[config.mk]
export PLATFORM = sky130hd
export DESIGN_NAME = min_heap_priority_queue
export DESIGN_NICKNAME = d
export VERILOG_FILES = /design/src/rtl/core/mhpq_pkg.sv /design/src/rtl/core/mhpq_ram.sv /design/src/rtl/core/min_heap_priority_queue.sv
export SDC_FILE = /design/constraint.sdc
export NUM_CORES = 1
export LEC_CHECK = 0
export ABC_CLOCK_PERIOD_IN_PS = 12600
export BUFFER_PORTS_ARGS = -buffer_cell sky130_fd_sc_hd__buf_4
export CORE_MARGIN = 2
export CORE_UTILIZATION = 49
export CTS_CLUSTER_DIAMETER = 200
export CTS_CLUSTER_SIZE = 14
export DETAILED_ROUTE_END_ITERATION = 16
export HOLD_SLACK_MARGIN = 0.12
export PLACE_DENSITY = 0.63
export SYNTH_ARGS = -nofsm -noshare
export SYNTH_HDL_FRONTEND = slang
export SYNTH_SLANG_ARGS = --single-unit
export TNS_END_PERCENT = 100
[constraint.sdc]
create_clock -name clk -period 12.6 [get_ports clk]
set_clock_uncertainty 0.1 [all_clocks]
set_input_delay 0.63 -clock clk [delete_from_list [all_inputs] [get_ports clk]]
set_output_delay 0.63 -clock clk [all_outputs]
set_load 0.02 [all_outputs]
[src/rtl/core/mhpq_pkg.sv]
// mhpq_pkg: shared types, sizes and codes for the min-heap priority queue
// no dependencies; imported by the top level (the store RAM user), the checker and the bench

package mhpq_pkg;

    // heap geometry
    localparam int HEAP_DEPTH = 16;
    localparam int IDX_W      = $clog2(HEAP_DEPTH);
    localparam int CNT_W      = $clog2(HEAP_DEPTH + 1);
    localparam int KEY_W      = 32;

    // operation codes carried by the kind field
    localparam logic KIND_INSERT   = 1'b0;
    localparam logic KIND_DECREASE = 1'b1;

    // result status codes
    typedef enum logic [1:0] {
        STATUS_DONE      = 2'd0,
        STATUS_OVERFLOW  = 2'd1,
        STATUS_BAD_INDEX = 2'd2
    } status_t;

    // controller states
    typedef enum logic [1:0] {
        ST_IDLE,
        ST_CMP,
        ST_WRITE,
        ST_DONE
    } state_t;

    // parent position in the implicit tree, (i-1)/2
    function automatic logic [IDX_W-1:0] parent_of(input logic [IDX_W-1:0] idx);
        logic [IDX_W-1:0] dec;
        dec = idx - IDX_W'(1);
        return dec >> 1;
    endfunction

endpackage

[src/rtl/core/mhpq_ram.sv]
// mhpq_ram: generic single-write, single-read synchronous RAM
// registered read data; no package dependency

module mhpq_ram #(
    parameter int DEPTH = 16,
    parameter int WIDTH = 32
) (
    input  logic                     clk,
    input  logic                     we,
    input  logic [$clog2(DEPTH)-1:0] waddr,
    input  logic [WIDTH-1:0]         wdata,
    input  logic [$clog2(DEPTH)-1:0] raddr,
    output logic [WIDTH-1:0]         rdata
);

    logic [WIDTH-1:0] mem [DEPTH];

    // write port
    always_ff @(posedge clk)
    begin
        if (we)
        begin
            mem[waddr] <= wdata;
        end
    end

    // registered read port
    always_ff @(posedge clk)
    begin
        rdata <= mem[raddr];
    end

endmodule

[src/rtl/core/min_heap_priority_queue.sv]
// min_heap_priority_queue: binary min-heap of signed keys with insert and decrease-key
// depends on mhpq_pkg and mhpq_ram

// The heap lives in a 16-entry synchronous RAM. Each transaction either inserts a key at
// the end of the heap or overwrites the entry at slot_index, then sifts that key up one
// level per cycle: the parent is read in the cycle before its compare, compared against
// the moving key, and moved down into the hole when it is larger. An item passes through
// accept, one parent compare per level climbed plus the compare that stops the climb when
// the key settles below the root, the final write and the result load; that is at most 4
// compares for 16 entries. Refused items (insert into a full heap, decrease-key at an
// index not in the heap) go from accept straight to the result load and leave the heap
// untouched. Every item returns exactly one result with the root key, the entry count and
// a status; the result load of an item waits while the previous result is still held at
// the output. The root is also kept in a register, so an empty heap reports zero; no
// clearing pass is needed after reset. A new item is accepted while the previous result
// still waits at the output.

module min_heap_priority_queue (
    input  logic                         clk,
    input  logic                         rst_n,
    input  logic                         in_valid,
    output logic                         in_ready,
    input  logic                         kind,
    input  logic signed [mhpq_pkg::KEY_W-1:0] key_value,
    input  logic [mhpq_pkg::IDX_W-1:0]   slot_index,
    output logic                         out_valid,
    input  logic                         out_ready,
    output logic signed [mhpq_pkg::KEY_W-1:0] min_key,
    output logic [mhpq_pkg::CNT_W-1:0]   entry_count,
    output logic [1:0]                   status
);

    import mhpq_pkg::*;

    state_t                   state_reg, state_next;
    logic [IDX_W-1:0]         pos_reg, pos_next;
    logic signed [KEY_W-1:0]  key_reg, key_next;
    logic [CNT_W-1:0]         fill_reg, fill_next;
    logic signed [KEY_W-1:0]  root_reg, root_next;
    status_t                  status_reg, status_next;

    logic                     out_valid_reg, out_valid_next;
    logic signed [KEY_W-1:0]  min_key_reg, min_key_next;
    logic [CNT_W-1:0]         count_out_reg, count_out_next;
    status_t                  status_out_reg, status_out_next;

    logic                     ram_we;
    logic [IDX_W-1:0]         ram_waddr;
    logic [KEY_W-1:0]         ram_wdata;
    logic [IDX_W-1:0]         ram_raddr;
    logic [KEY_W-1:0]         ram_rdata;

    logic                     in_accept;
    logic [IDX_W-1:0]         start_pos;
    logic [IDX_W-1:0]         pos_parent;

    // heap store
    mhpq_ram #(
        .DEPTH (HEAP_DEPTH),
        .WIDTH (KEY_W)
    ) u_store (
        .clk   (clk),
        .we    (ram_we),
        .waddr (ram_waddr),
        .wdata (ram_wdata),
        .raddr (ram_raddr),
        .rdata (ram_rdata)
    );

    assign in_ready   = (state_reg == ST_IDLE);
    assign in_accept  = in_valid && in_ready;
    assign pos_parent = parent_of(pos_reg);
    assign start_pos  = (kind == KIND_INSERT) ? fill_reg[IDX_W-1:0] : slot_index;

    // control registers
    always_ff @(posedge clk or negedge rst_n)
    begin
        if (!rst_n)
        begin
            state_reg      <= ST_IDLE;
            fill_reg       <= '0;
            root_reg       <= '0;
            out_valid_reg  <= 1'b0;
        end
        else
        begin
            state_reg      <= state_next;
            fill_reg       <= fill_next;
            root_reg       <= root_next;
            out_valid_reg  <= out_valid_next;
        end
    end

    // payload registers
    always_ff @(posedge clk)
    begin
        pos_reg        <= pos_next;
        key_reg        <= key_next;
        status_reg     <= status_next;
        min_key_reg    <= min_key_next;
        count_out_reg  <= count_out_next;
        status_out_reg <= status_out_next;
    end

    // sift-up sequencer
    always_comb
    begin
        state_next      = state_reg;
        pos_next        = pos_reg;
        key_next        = key_reg;
        fill_next       = fill_reg;
        root_next       = root_reg;
        status_next     = status_reg;
        out_valid_next  = out_valid_reg && !out_ready;
        min_key_next    = min_key_reg;
        count_out_next  = count_out_reg;
        status_out_next = status_out_reg;
        ram_we          = 1'b0;
        ram_waddr       = pos_reg;
        ram_wdata       = key_reg;
        ram_raddr       = '0;

        unique case (state_reg)
            ST_IDLE:
            begin
                if (in_accept)
                begin
                    key_next    = key_value;
                    pos_next    = start_pos;
                    status_next = STATUS_DONE;
                    if (kind == KIND_INSERT && fill_reg >= CNT_W'(HEAP_DEPTH))
                    begin
                        status_next = STATUS_OVERFLOW;
                        state_next  = ST_DONE;
                    end
                    else if (kind == KIND_DECREASE && CNT_W'(slot_index) >= fill_reg)
                    begin
                        status_next = STATUS_BAD_INDEX;
                        state_next  = ST_DONE;
                    end
                    else
                    begin
                        if (kind == KIND_INSERT)
                        begin
                            fill_next = fill_reg + CNT_W'(1);
                        end
                        if (start_pos == '0)
                        begin
                            state_next = ST_WRITE;
                        end
                        else
                        begin
                            ram_raddr  = parent_of(start_pos);
                            state_next = ST_CMP;
                        end
                    end
                end
            end

            ST_CMP:
            begin
                // parent larger: move it down into the hole and climb
                if ($signed(ram_rdata) > key_reg)
                begin
                    ram_we    = 1'b1;
                    ram_waddr = pos_reg;
                    ram_wdata = ram_rdata;
                    pos_next  = pos_parent;
                    if (pos_parent == '0)
                    begin
                        state_next = ST_WRITE;
                    end
                    else
                    begin
                        ram_raddr  = parent_of(pos_parent);
                        state_next = ST_CMP;
                    end
                end
                else
                begin
                    state_next = ST_WRITE;
                end
            end

            ST_WRITE:
            begin
                // drop the moving key into its final slot
                ram_we    = 1'b1;
                ram_waddr = pos_reg;
                ram_wdata = key_reg;
                if (pos_reg == '0)
                begin
                    root_next = key_reg;
                end
                state_next = ST_DONE;
            end

            ST_DONE:
            begin
                // load the result once the output register is free
                if (!out_valid_reg || out_ready)
                begin
                    out_valid_next  = 1'b1;
                    min_key_next    = root_reg;
                    count_out_next  = fill_reg;
                    status_out_next = status_reg;
                    state_next      = ST_IDLE;
                end
            end

            default:
            begin
                state_next = ST_IDLE;
            end
        endcase
    end

    assign out_valid   = out_valid_reg;
    assign min_key     = min_key_reg;
    assign entry_count = count_out_reg;
    assign status      = status_out_reg;

endmodule

Word level (Yosys, flattened, before mapping)
Memory sizes are Yosys's and may differ from the RTL's. A register that Yosys moved wholly into a read port is not among the register bits.
Index checks and enable logic that the tools add are counted.

cells by class
  reduce and logical (&&, ||, !) cells = 18
  equality and inequality tests = 6
  order comparisons = 3
  bitwise logic cells = 3
  mux-type cells = 28
  add/subtract/negate cells = 4

operators by type and width
  operator                                                             count
  32-bit two-way mux                                                   2
  32-bit greater-than comparator                                       1
  3-bit two-way mux                                                    6
  2-bit two-way mux                                                    8
  4-bit logical NOT                                                    3
  4-bit two-way mux                                                    3
  2-bit one-hot mux with 4 select lines                                1
  4-bit one-hot mux with 2 select lines                                1
  2-bit AND reduction                                                  4
  4-bit by 1-bit subtractor with 4-bit output (second input constant)  2
  3-bit one-hot mux with 2 select lines                                1
  5-bit by 1-bit adder with 5-bit output (second input constant)       1
  4-bit by 5-bit greater-or-equal comparator with 1-bit output         1
  5-bit greater-or-equal comparator (second input constant)            1
  1-bit two-way mux                                                    5
  5-bit AND reduction                                                  1
  2-bit == test (second input constant)                                2
  1-bit logical AND                                                    4
  2-bit inequality test (second input constant)                        2
  3-bit by 1-bit subtractor with 4-bit output (second input constant)  1
  1-bit inverter                                                       3
  3-bit AND reduction                                                  1
  2-bit by 1-bit == test with 1-bit output (second input constant)     1
  1-bit logical NOT                                                    2
  5 further kinds                                                      5

storage, ports and cells
  output and inout bits = 41
  RAM bits = 512
  memories = 1
  bits of input ports = 41
  register bits = 117
  word-level logic and storage cells = 73

memory list
  memory       depth  bits a word  rd ports  clocked after Yosys merged registers in  wr ports  line            source
  u_store.mem  16     32           1         1                                        1         mhpq_ram.sv:16  logic [WIDTH-1:0] mem [DEPTH];

Depth between registers and ports, before layout
Gate-level depths: netlist of run 1.

  depth after elaboration = 7
  depth in mapped cells = 13
  mapped depth without buffers = 11

Cells and area by module
A second synthesis of run 1 with hierarchy kept.

unflattened totals
  cells, all modules = 1243
  area, all modules = 25587.0 sq um

modules (own cells, without submodules)
  module                   sequential area each (sq um)  times used  cells each  area each (sq um)
  mhpq_ram                 16015.4                       1           838         19835.3
  min_heap_priority_queue  3313.2                        1           405         5751.8

Least setup slack after synthesis of run 1
Ideal clock, no wire load.

  path kind = register to register
  start = reg key_reg[27]
  end = mem u_store.mem[2][0] (enable)
  required time = 11998 ps
  arrival = 5079 ps
  path buffers = 1
  setup slack = 6920 ps
  stages on the path, launching flop included = 12
  library setup time = 502 ps
  clock period less this slack = 5680 ps
  path through = edfxtp_1 inv_1 ha_1 a21oi_1 o21a_1 a2bb2oi_1 o2111a_1 o211a_2 and3_1 buf_2 o21ai_1 nor4_1

between the ends
  longest elaborated chain between the ends = 5

RTL lines
  what                                     line                            source
  from (decl)                              min_heap_priority_queue.sv:37   logic signed [KEY_W-1:0] key_reg, key_next;
  from (signal assigned)                   min_heap_priority_queue.sv:98   key_reg <= key_next;
  32-bit greater-than comparator           min_heap_priority_queue.sv:163  if ($signed(ram_rdata) > key_reg)
  1-bit two-way mux                        min_heap_priority_queue.sv:163
  1-bit one-hot mux with 2 select lines    min_heap_priority_queue.sv:123  unique case (state_reg)
  1-bit two-way mux                        mhpq_ram.sv:21                  if (we)
  1-bit two-way mux (implied by the code)  mhpq_ram.sv:23                  mem[waddr] <= wdata;
  to (decl)                                mhpq_ram.sv:16

Every way passes these cells.

Final worst setup path of run 1
  start = reg key_reg[14]
  end = reg u_store.rdata[0] (read register of u_store.mem)

between the ends
  longest elaborated chain between the ends = 3

RTL lines
  what                                   line                            source
  32-bit greater-than comparator         min_heap_priority_queue.sv:163
  3-bit two-way mux                      min_heap_priority_queue.sv:163
  3-bit one-hot mux with 2 select lines  min_heap_priority_queue.sv:123
  to (decl)                              mhpq_ram.sv:13                  output logic [WIDTH-1:0] rdata

Every way passes these cells.
A chain may end at the register's enable or synchronous reset.

==> metrics.md, run 1 <==
| Metric | Value |
|---|---|
| Wire per inst | a little over 20 um |
| ANT cells | 0 |
| Clock Sinks | 405 |
| GP Congestion | 0.7476 |
| Slew headroom | 0.1891 |
| Sw Ratio | 0.3292 |
| Fin. max-slew vios | 0 |
| Vias in the first global route | 8,632 |
| Minimum hold slack | 181.9 ps |
| Total gr overflow | 0 |
| Register area share after synthesis | 0.7176 |
| NetSw | 1.429 mW |
| Max FFs per register | 256 |
| DRT iter0 DRCs | 589 |
| Die area | around 35,000 um2 |
| RSZ-0062 raised after global routing | no |
| Syn Nets | between 1,000 and 1,500 |
| Clk pwr share | 0.222 |
| Port Buffers | 81 |
| Comb pwr share | 0.306 |
| Delay-heaviest family, CP | buffers and inverters |
| Post-synth EDFFs | 333 |
| Layout area overhead | 13.20% |
| Final setup viols | 0 |
| Final worst-path cycle share | 0.4069 |
| Cell Int Power | 2.911 mW |
| TNS Setup | 0 ps |
| Crit. End Element | register |
| Total number of vias | between 8,000 and 9,000 |
| Worst path most repeated cell | buf_4 |
| Nets | 1,237 |
| Commonest non-fill, non-tap cell in the layout | edfxtp_1 |
| CTS tree | yes |
| CP Max Fanout | 48 |
| Clock transition at path regs | about 70 ps |
| Row count | 66 |
| Leakage | about 6.5 nW |
| ANT nets after route | 0 |
| H-Tree Depth | 2 |
| DRC | 0 |
| Clk buf depth | 3 |
| CTS Root Cell | clkbuf_16 |
| Peak supply drop | around 0.00013 V |
| GRT Total Usage | 0.1937 |
| Clock buffer count from CTS | 34 |
| Core Util, Final | 0.5645 |
| Worst-Skew Late Latency | about 520 ps |
| Synth Register Bits | 405 |
| Leading register cell type out of synthesis | edfxtp_1 |
| WP data arrival | 5410 ps |
| Critical path data required time | roughly 13,000 ps |
| Die W | about 190 um |
| Initial antenna violation count | 0 |
| Post-layout min period | 5126 ps |
| Register bank with the most flops | u_store.mem |
| Critical-path top delay cell | nor4_1 |
| Sequential share of power | 0.472 |
| Fin. Hold Viols | 0 |
| Outcome | complete, no violations |
| Worst slew pin tran | roughly 1200 ps |
| Mapped Area | about 16,000 um2 |
| Syn Area/Cell | 15.44 um2 |
| Post-CTS sizing | 0 |
| Most frequent cells in the layout | 333 x edfxtp_1, 112 x nand2_1, 101 x buf_4 |
| Share of cells above drive strength 1 | 0.1817 |
| Max-cap viol count | 0 |
| Routed WL | 32,610 um |
| Core Box Area | 32,540 um2 |
| Initial core utilization | 0.4986 |
| Max incr delay on CP | 680 ps |
| FFs w/ async S/R, synth | 0.09877 |
| Largest net degree at the start of global routing | 63 |
| CP startpoint kind | register |
| Crit path kind | register to register |
| Hold WC Path Type | primary input to register |
| I/O pin total | 82 |
| Crit path cell chain | inv_1 > ha_1 > nand4_1 > nor4_1 > a22oi_1 > nand3_1 > a41o_4 > buf_4 > buf_4 > mux2_2 > o2bb2ai_1 > a211oi_1 |
| Die height | 186.0 um |
| Yosys warns | 0 |
| Critical path buffer and inverter count | 3 |
| First-pass GRT wire length | between 40,000 and 50,000 um |
| FMAX | 0.1951 GHz |
| Dpl hpwl | 19,270 um |
| Drt via density | 5.327 |
| Cells after Synth | 1,051 |
| Yosys cell types | 50 |
| First-pass detailed-route iteration total | 5 |
| Pwr/cell area | ~240 nW/um2 |
[worst reg2reg max path, stage by stage, from the launching register on]
cell and delay, ps:
edfxtp_1 340, inv_1 60, ha_1 320, nand4_1 160, nor4_1 680, a22oi_1 290, nand3_1 360, a41o_4 640
buf_4 680, buf_4 700, mux2_2 460, o2bb2ai_1 150, a211oi_1 70
[worst paths after layout]
check	startpoint	endpoint	slack, ps	cells past startpoint
max reg2reg	key_reg[14]$_DFFE_PP_	u_store.rdata[0]$_DFF_P_	7470	12
min in group asynchronous	rst_n	root_reg[4]$_DFFE_PN0P_	570	2
max in group asynchronous	rst_n	root_reg[30]$_DFFE_PN0P_	11390	2
max	key_reg[14]$_DFFE_PP_	u_store.rdata[0]$_DFF_P_	7470	12
min	key_value[3]	key_reg[3]$_DFFE_PP_	180	1
min reg2reg	status_reg[1]$_SDFFCE_PP0P_	status[1]$_DFFE_PP_	320	0
[final cells by class]
type	instances	area (um2)
fillers	2614	14170
flip-flops and latches	405	11640
multi-input cells	549	4222
clock buffers	59	944.7
repair buffers	102	768.2
well taps	442	553.0
inverters	54	202.7
clock inverters	3	33.78
[power groups by stage]
stage | Combinational (mW) | Clock, mW | Sequential [mW]
after floorplan | 0.881 | 0 | 2.08
after global placement | 1.33 | 0 | 2.07
after detailed placement | 1.34 | 0 | 2.08
after CTS | 1.35 | 0.991 | 2.05
after global routing | 1.49 | 1.04 | 2.08
final | 1.33 | 0.962 | 2.05
[repair_timing]
action / 4_1_cts / 5_1_grt
hold buffers: 1 / 0
buffers inserted: 0 / 0
hold endpoints to repair: 40 / 0
[routing by layer]
| layer | track usage | vias to the layer above | wire [um] |
|---|---|---|---|
| met3 | 0.02857 | 34 | 1523 |
| li1 | - | 4120 | - |
| met4 | 0.04504 | 0 | 530 |
| met2 | 0.3188 | 176 | 15280 |
| met5 | 0 | - | 0 |
| met1 | 0.2738 | 4267 | 15270 |
[logic make-up after synthesis]
family | synth area share
XOR/XNOR | 0.003779
buffers and inverters | 0.02753
AO/OA/AOI/OAI | 0.06455
AND/OR/NAND/NOR | 0.06101
multiplexers | 0.08700
flip-flops | 0.7176
adder cells (fa/ha/maj) | 0.03856
[synthesized netlist by cell type, drive strengths merged, types with 2 or more instances]
master   count  area, um2
edfxtp     333      10000
nand2      112      420.4
mux2i       69      690.7
mux2        64      720.7
inv         54      202.7
ha          50      625.6
o21ai       43      215.2
dfrtp       40       1001
and3        34      212.7
dfxtp       32      640.6
o2bb2ai     32      280.3
a211oi      31      232.7
clkbuf      26      97.59
nor2        19      71.32
buf         17      146.4
a21oi       16      80.08
nand2b       9      56.30
nand4        8      50.05
nand3        6      30.03
nor4         6      43.79
a21o         5      37.54
nor2b        5      31.28
nor3         5      25.02
xnor2        4      35.03
and2         3      18.77
xor2         3      26.28
a22oi        2      15.01
a311oi       2      17.52
a32oi        2      17.52
a41o         2      20.02
a41oi        2      32.53
nor3b        2      15.01
o211ai       2      15.01
[stage by stage]
stage,area (um2),power [mW],setup slack [ps],std cells
after floorplan,16220,2.962,6920,1051
after global placement,17380,3.396,7531,1551
after detailed placement,17380,3.420,7527,1551
after CTS,18370,4.392,7490,1614
after global routing,18370,4.603,7176,1614
final,18370,4.340,7474,1614
No activity file was read; power rests on OpenSTA's default activity.
==> run 2: changes to the inputs <==
--- a/config.mk
+++ b/config.mk
@@ -5,7 +5,7 @@
 export SDC_FILE = /design/constraint.sdc
 export NUM_CORES = 1
 export LEC_CHECK = 0
-export ABC_CLOCK_PERIOD_IN_PS = 12600
+export ABC_CLOCK_PERIOD_IN_PS = 4850
 export BUFFER_PORTS_ARGS = -buffer_cell sky130_fd_sc_hd__buf_4
 export CORE_MARGIN = 2
 export CORE_UTILIZATION = 49
==> constraint.sdc (replaced) <==
create_clock -name clk -period 4.85 [get_ports clk]
set_clock_uncertainty 0.1 [all_clocks]
set_input_delay 0.2425 -clock clk [delete_from_list [all_inputs] [get_ports clk]]
set_output_delay 0.2425 -clock clk [all_outputs]
set_load 0.02 [all_outputs]
==> run 2 against run 1 <==
Net effect:
- critical path depth unchanged
- worst hold slack worse by 47 ps
- maximum frequency grew 18%
- first-iteration DRC count shrank 8.7%
- clock-buffer cell count rose by 1
- clock power rose to 2.6 times the previous value
- wire length grew 7.1%
- critical endpoint is now u_store.mem[4][31]$_DFFE_PP_
==> metrics.md, run 2 (synthesized netlist as in run 1, its figures left out) <==
| Metric | Value |
|---|---|
| Pwr Total | 11.64 mW (+170%) |
| FF-to-FF setup slack | 490 ps (-6980 ps) |
| CP Max Fanout | 22 (-54%) |
| Clock Sinks | 405 (unchanged) |
| Initial antenna violation count | 0 (unchanged) |
| Die area | 34,580 um2 (unchanged) |
| Critical Path Start | key_reg[31]$_DFFE_PP_ |
| Clock buffer count from CTS | 34 (unchanged) |
| Die W | 186.0 um (unchanged) |
| Max FFs per register | 256 (unchanged) |
| Commonest non-fill, non-tap cell in the layout | edfxtp_1 |
| WP data arrival | 4470 ps (-940 ps) |
| Worst slew pin tran | 1113 ps (-100.4 ps) |
| Pwr/cell area | 612.4 nW/um2 (+160%) |
| ANT nets after route | 0 (unchanged) |
| Wire per inst | 20.75 um (+2.7%) |
| Core Util, Final | 0.5840 (+0.01954) |
| Met1 WL | 15,980 um (+4.6%) |
| Clock transition at path regs | 70 ps (about the same) |
| Share of cells above drive strength 1 | 0.1966 (+0.01488) |
| DRT iter0 DRCs | 538 (-8.7%) |
| DR top layer | met4 |
| Post-route cell area | 19,000 um2 (+3.5%) |
| Slew headroom | 0.2579 (+0.06885) |
| Port Buffers | 81 (unchanged) |
| Reg2Reg Depth | 12 (unchanged) |
| First-pass detailed-route iteration total | 5 (unchanged) |
| Worst reg2reg endpoint | u_store.mem[4][31]$_DFFE_PP_ |
| Max-cap viol count | 0 (unchanged) |
| Dpl hpwl | 20,190 um (+4.7%) |
| Post-CTS sizing | 0 (unchanged) |
| Met3 wire length | 1364 um (-10%) |
| Most frequent cells in the layout | 333 x edfxtp_1, 132 x buf_4, 112 x nand2_1 |
| FMAX | 0.2295 GHz (+18%) |
| Peak supply drop | 0.0002989 V (+120%) |
| H-Tree Depth | 2 (unchanged) |
| Vias in the first global route | 9,103 (+5.5%) |
| Crit. End Element | register |
| Critical R2R Launch | key_reg[31]$_DFFE_PP_ |
| Crit path kind | register to register |
| GP Congestion | 0.7765 (+3.9%) |
| # fillers | 2,584 (-1.1%) |
| Total number of vias | 9,111 (+6.0%) |
| # Post-CTS Setup Buffers | 0 (unchanged) |
| Met2 wire len | 16,910 um (+11%) |
| Fin. max-slew vios | 0 (unchanged) |
| Routed WL | 34,920 um (+7.1%) |
| Largest net degree at the start of global routing | 63 (unchanged) |
| Final setup viols | 0 (unchanged) |
| GRT Total Usage | 0.2060 (+0.01229) |
| Fin. Hold Viols | 0 (unchanged) |
| CP startpoint kind | register |
| Hold WC Path Type | primary input to register |
| Final worst-path cycle share | 0.8986 (+0.4917) |
| Leakage | 6.853 nW (+4.8%) |
| Total gr overflow | 0 (unchanged) |
| Drt via density | 5.414 (+1.6%) |
| Initial core utilization | 0.4986 (unchanged) |
| Pre-CTS WS | 414.8 ps (-7112 ps) |
| Die height | 186.0 um (unchanged) |
| Minimum hold slack | 135.0 ps (-46.91 ps) |
| I/O pin total | 82 (unchanged) |
| Row count | 66 (unchanged) |
| Register bank with the most flops | u_store.mem |
| Nets | 1,307 (+5.7%) |
| First-pass GRT wire length | 53,130 um (+6.3%) |
| CTS Root Cell | clkbuf_16 |
| CTS tree | yes |
| Post-route worst setup slack | 491.9 ps (-6982 ps) |
| ANT cells | 0 (unchanged) |
| Critical path data required time | 4960 ps (-7920 ps) |
| Outcome | complete, no violations |
| DRC | 0 (unchanged) |
| Core Box Area | 32,540 um2 (unchanged) |
| Min-delay src | slot_index[2] |
| Worst-Skew Late Latency | 510 ps (about the same) |
| Layout area overhead | 17.12% |
| Post-CTS Hold Buffers | 38 (+37) |
| Post-layout min period | 4358 ps (-768.2 ps) |
| Worst setup path end | u_store.mem[4][31]$_DFFE_PP_ |
| RSZ-0062 raised after global routing | no |
| Clk buf depth | 3 (unchanged) |
| Area after DPL | 17,640 um2 (+1.5%) |
## run 2: changes by cell type in the layout (fill, tap and decap cells not counted), sizes merged
cell / change
clkbuf: +1
buf: +33
inv: -1
clkinv: -1
dlygate4sd3: +37
## run 2: final cells by class
type                            count  area, um2  area share
Clock buffer                       60      969.7     0.05103
Multi-Input combinational cell    549       4214      0.2218
Clock inverter                      1      8.758   0.0004610
Tap cell                          442      553.0     0.02911
Timing Repair Buffer              172       1411     0.07428
Inverter                           54      202.7     0.01067
Sequential cell                   405      11640      0.6127
## run 2: worst min path at each step
stage | endpoint | cells past startpoint
2_1_floorplan | fill_reg[0]$_DFFE_PN0P_ | 0
3_3_place_gp | root_reg[4]$_DFFE_PN0P_ | 1
3_5_place_dp | root_reg[4]$_DFFE_PN0P_ | 1
4_1_cts | pos_reg[2]$_DFFE_PP_ | 3
5_1_grt | pos_reg[0]$_DFFE_PP_ | 3
6_report | pos_reg[2]$_DFFE_PP_ | 3
## run 2: critical path, stage by stage, from the launching register on
cell and delay, ps:
edfxtp_1 350, inv_1 80, ha_1 330, nand4_1 270, nor4_2 490, nor2b_1 80
nand4_1 100, o211a_2 300, and3_2 230, o21ai_1 70, or3b_2 580, nor2_4 710
buf_4 350
## run 2: through the flow
stage | instances | setup TNS (ps)
final | 1683 | 0
after global routing | 1683 | 0
after CTS | 1683 | 0
after detailed placement | 1584 | 0
after global placement | 1584 | 0
after floorplan | 1051 | -106260
## run 2: power by group
part,switching (mW),total [mW],internal (mW)
Sequential,0.328,5.32,4.99
Clock,1.16,2.52,1.36
Combinational,2.33,3.80,1.47
Total,3.82,11.6,7.81
## run 2: routing by layer
| layer | up-vias | GRT usage |
|---|---|---|
| li1 | 4282 | - |
| met1 | 4575 | 0.2859 |
| met2 | 207 | 0.3453 |
| met3 | 47 | 0.02837 |
| met4 | 0 | 0.05039 |
| met5 | - | 0 |
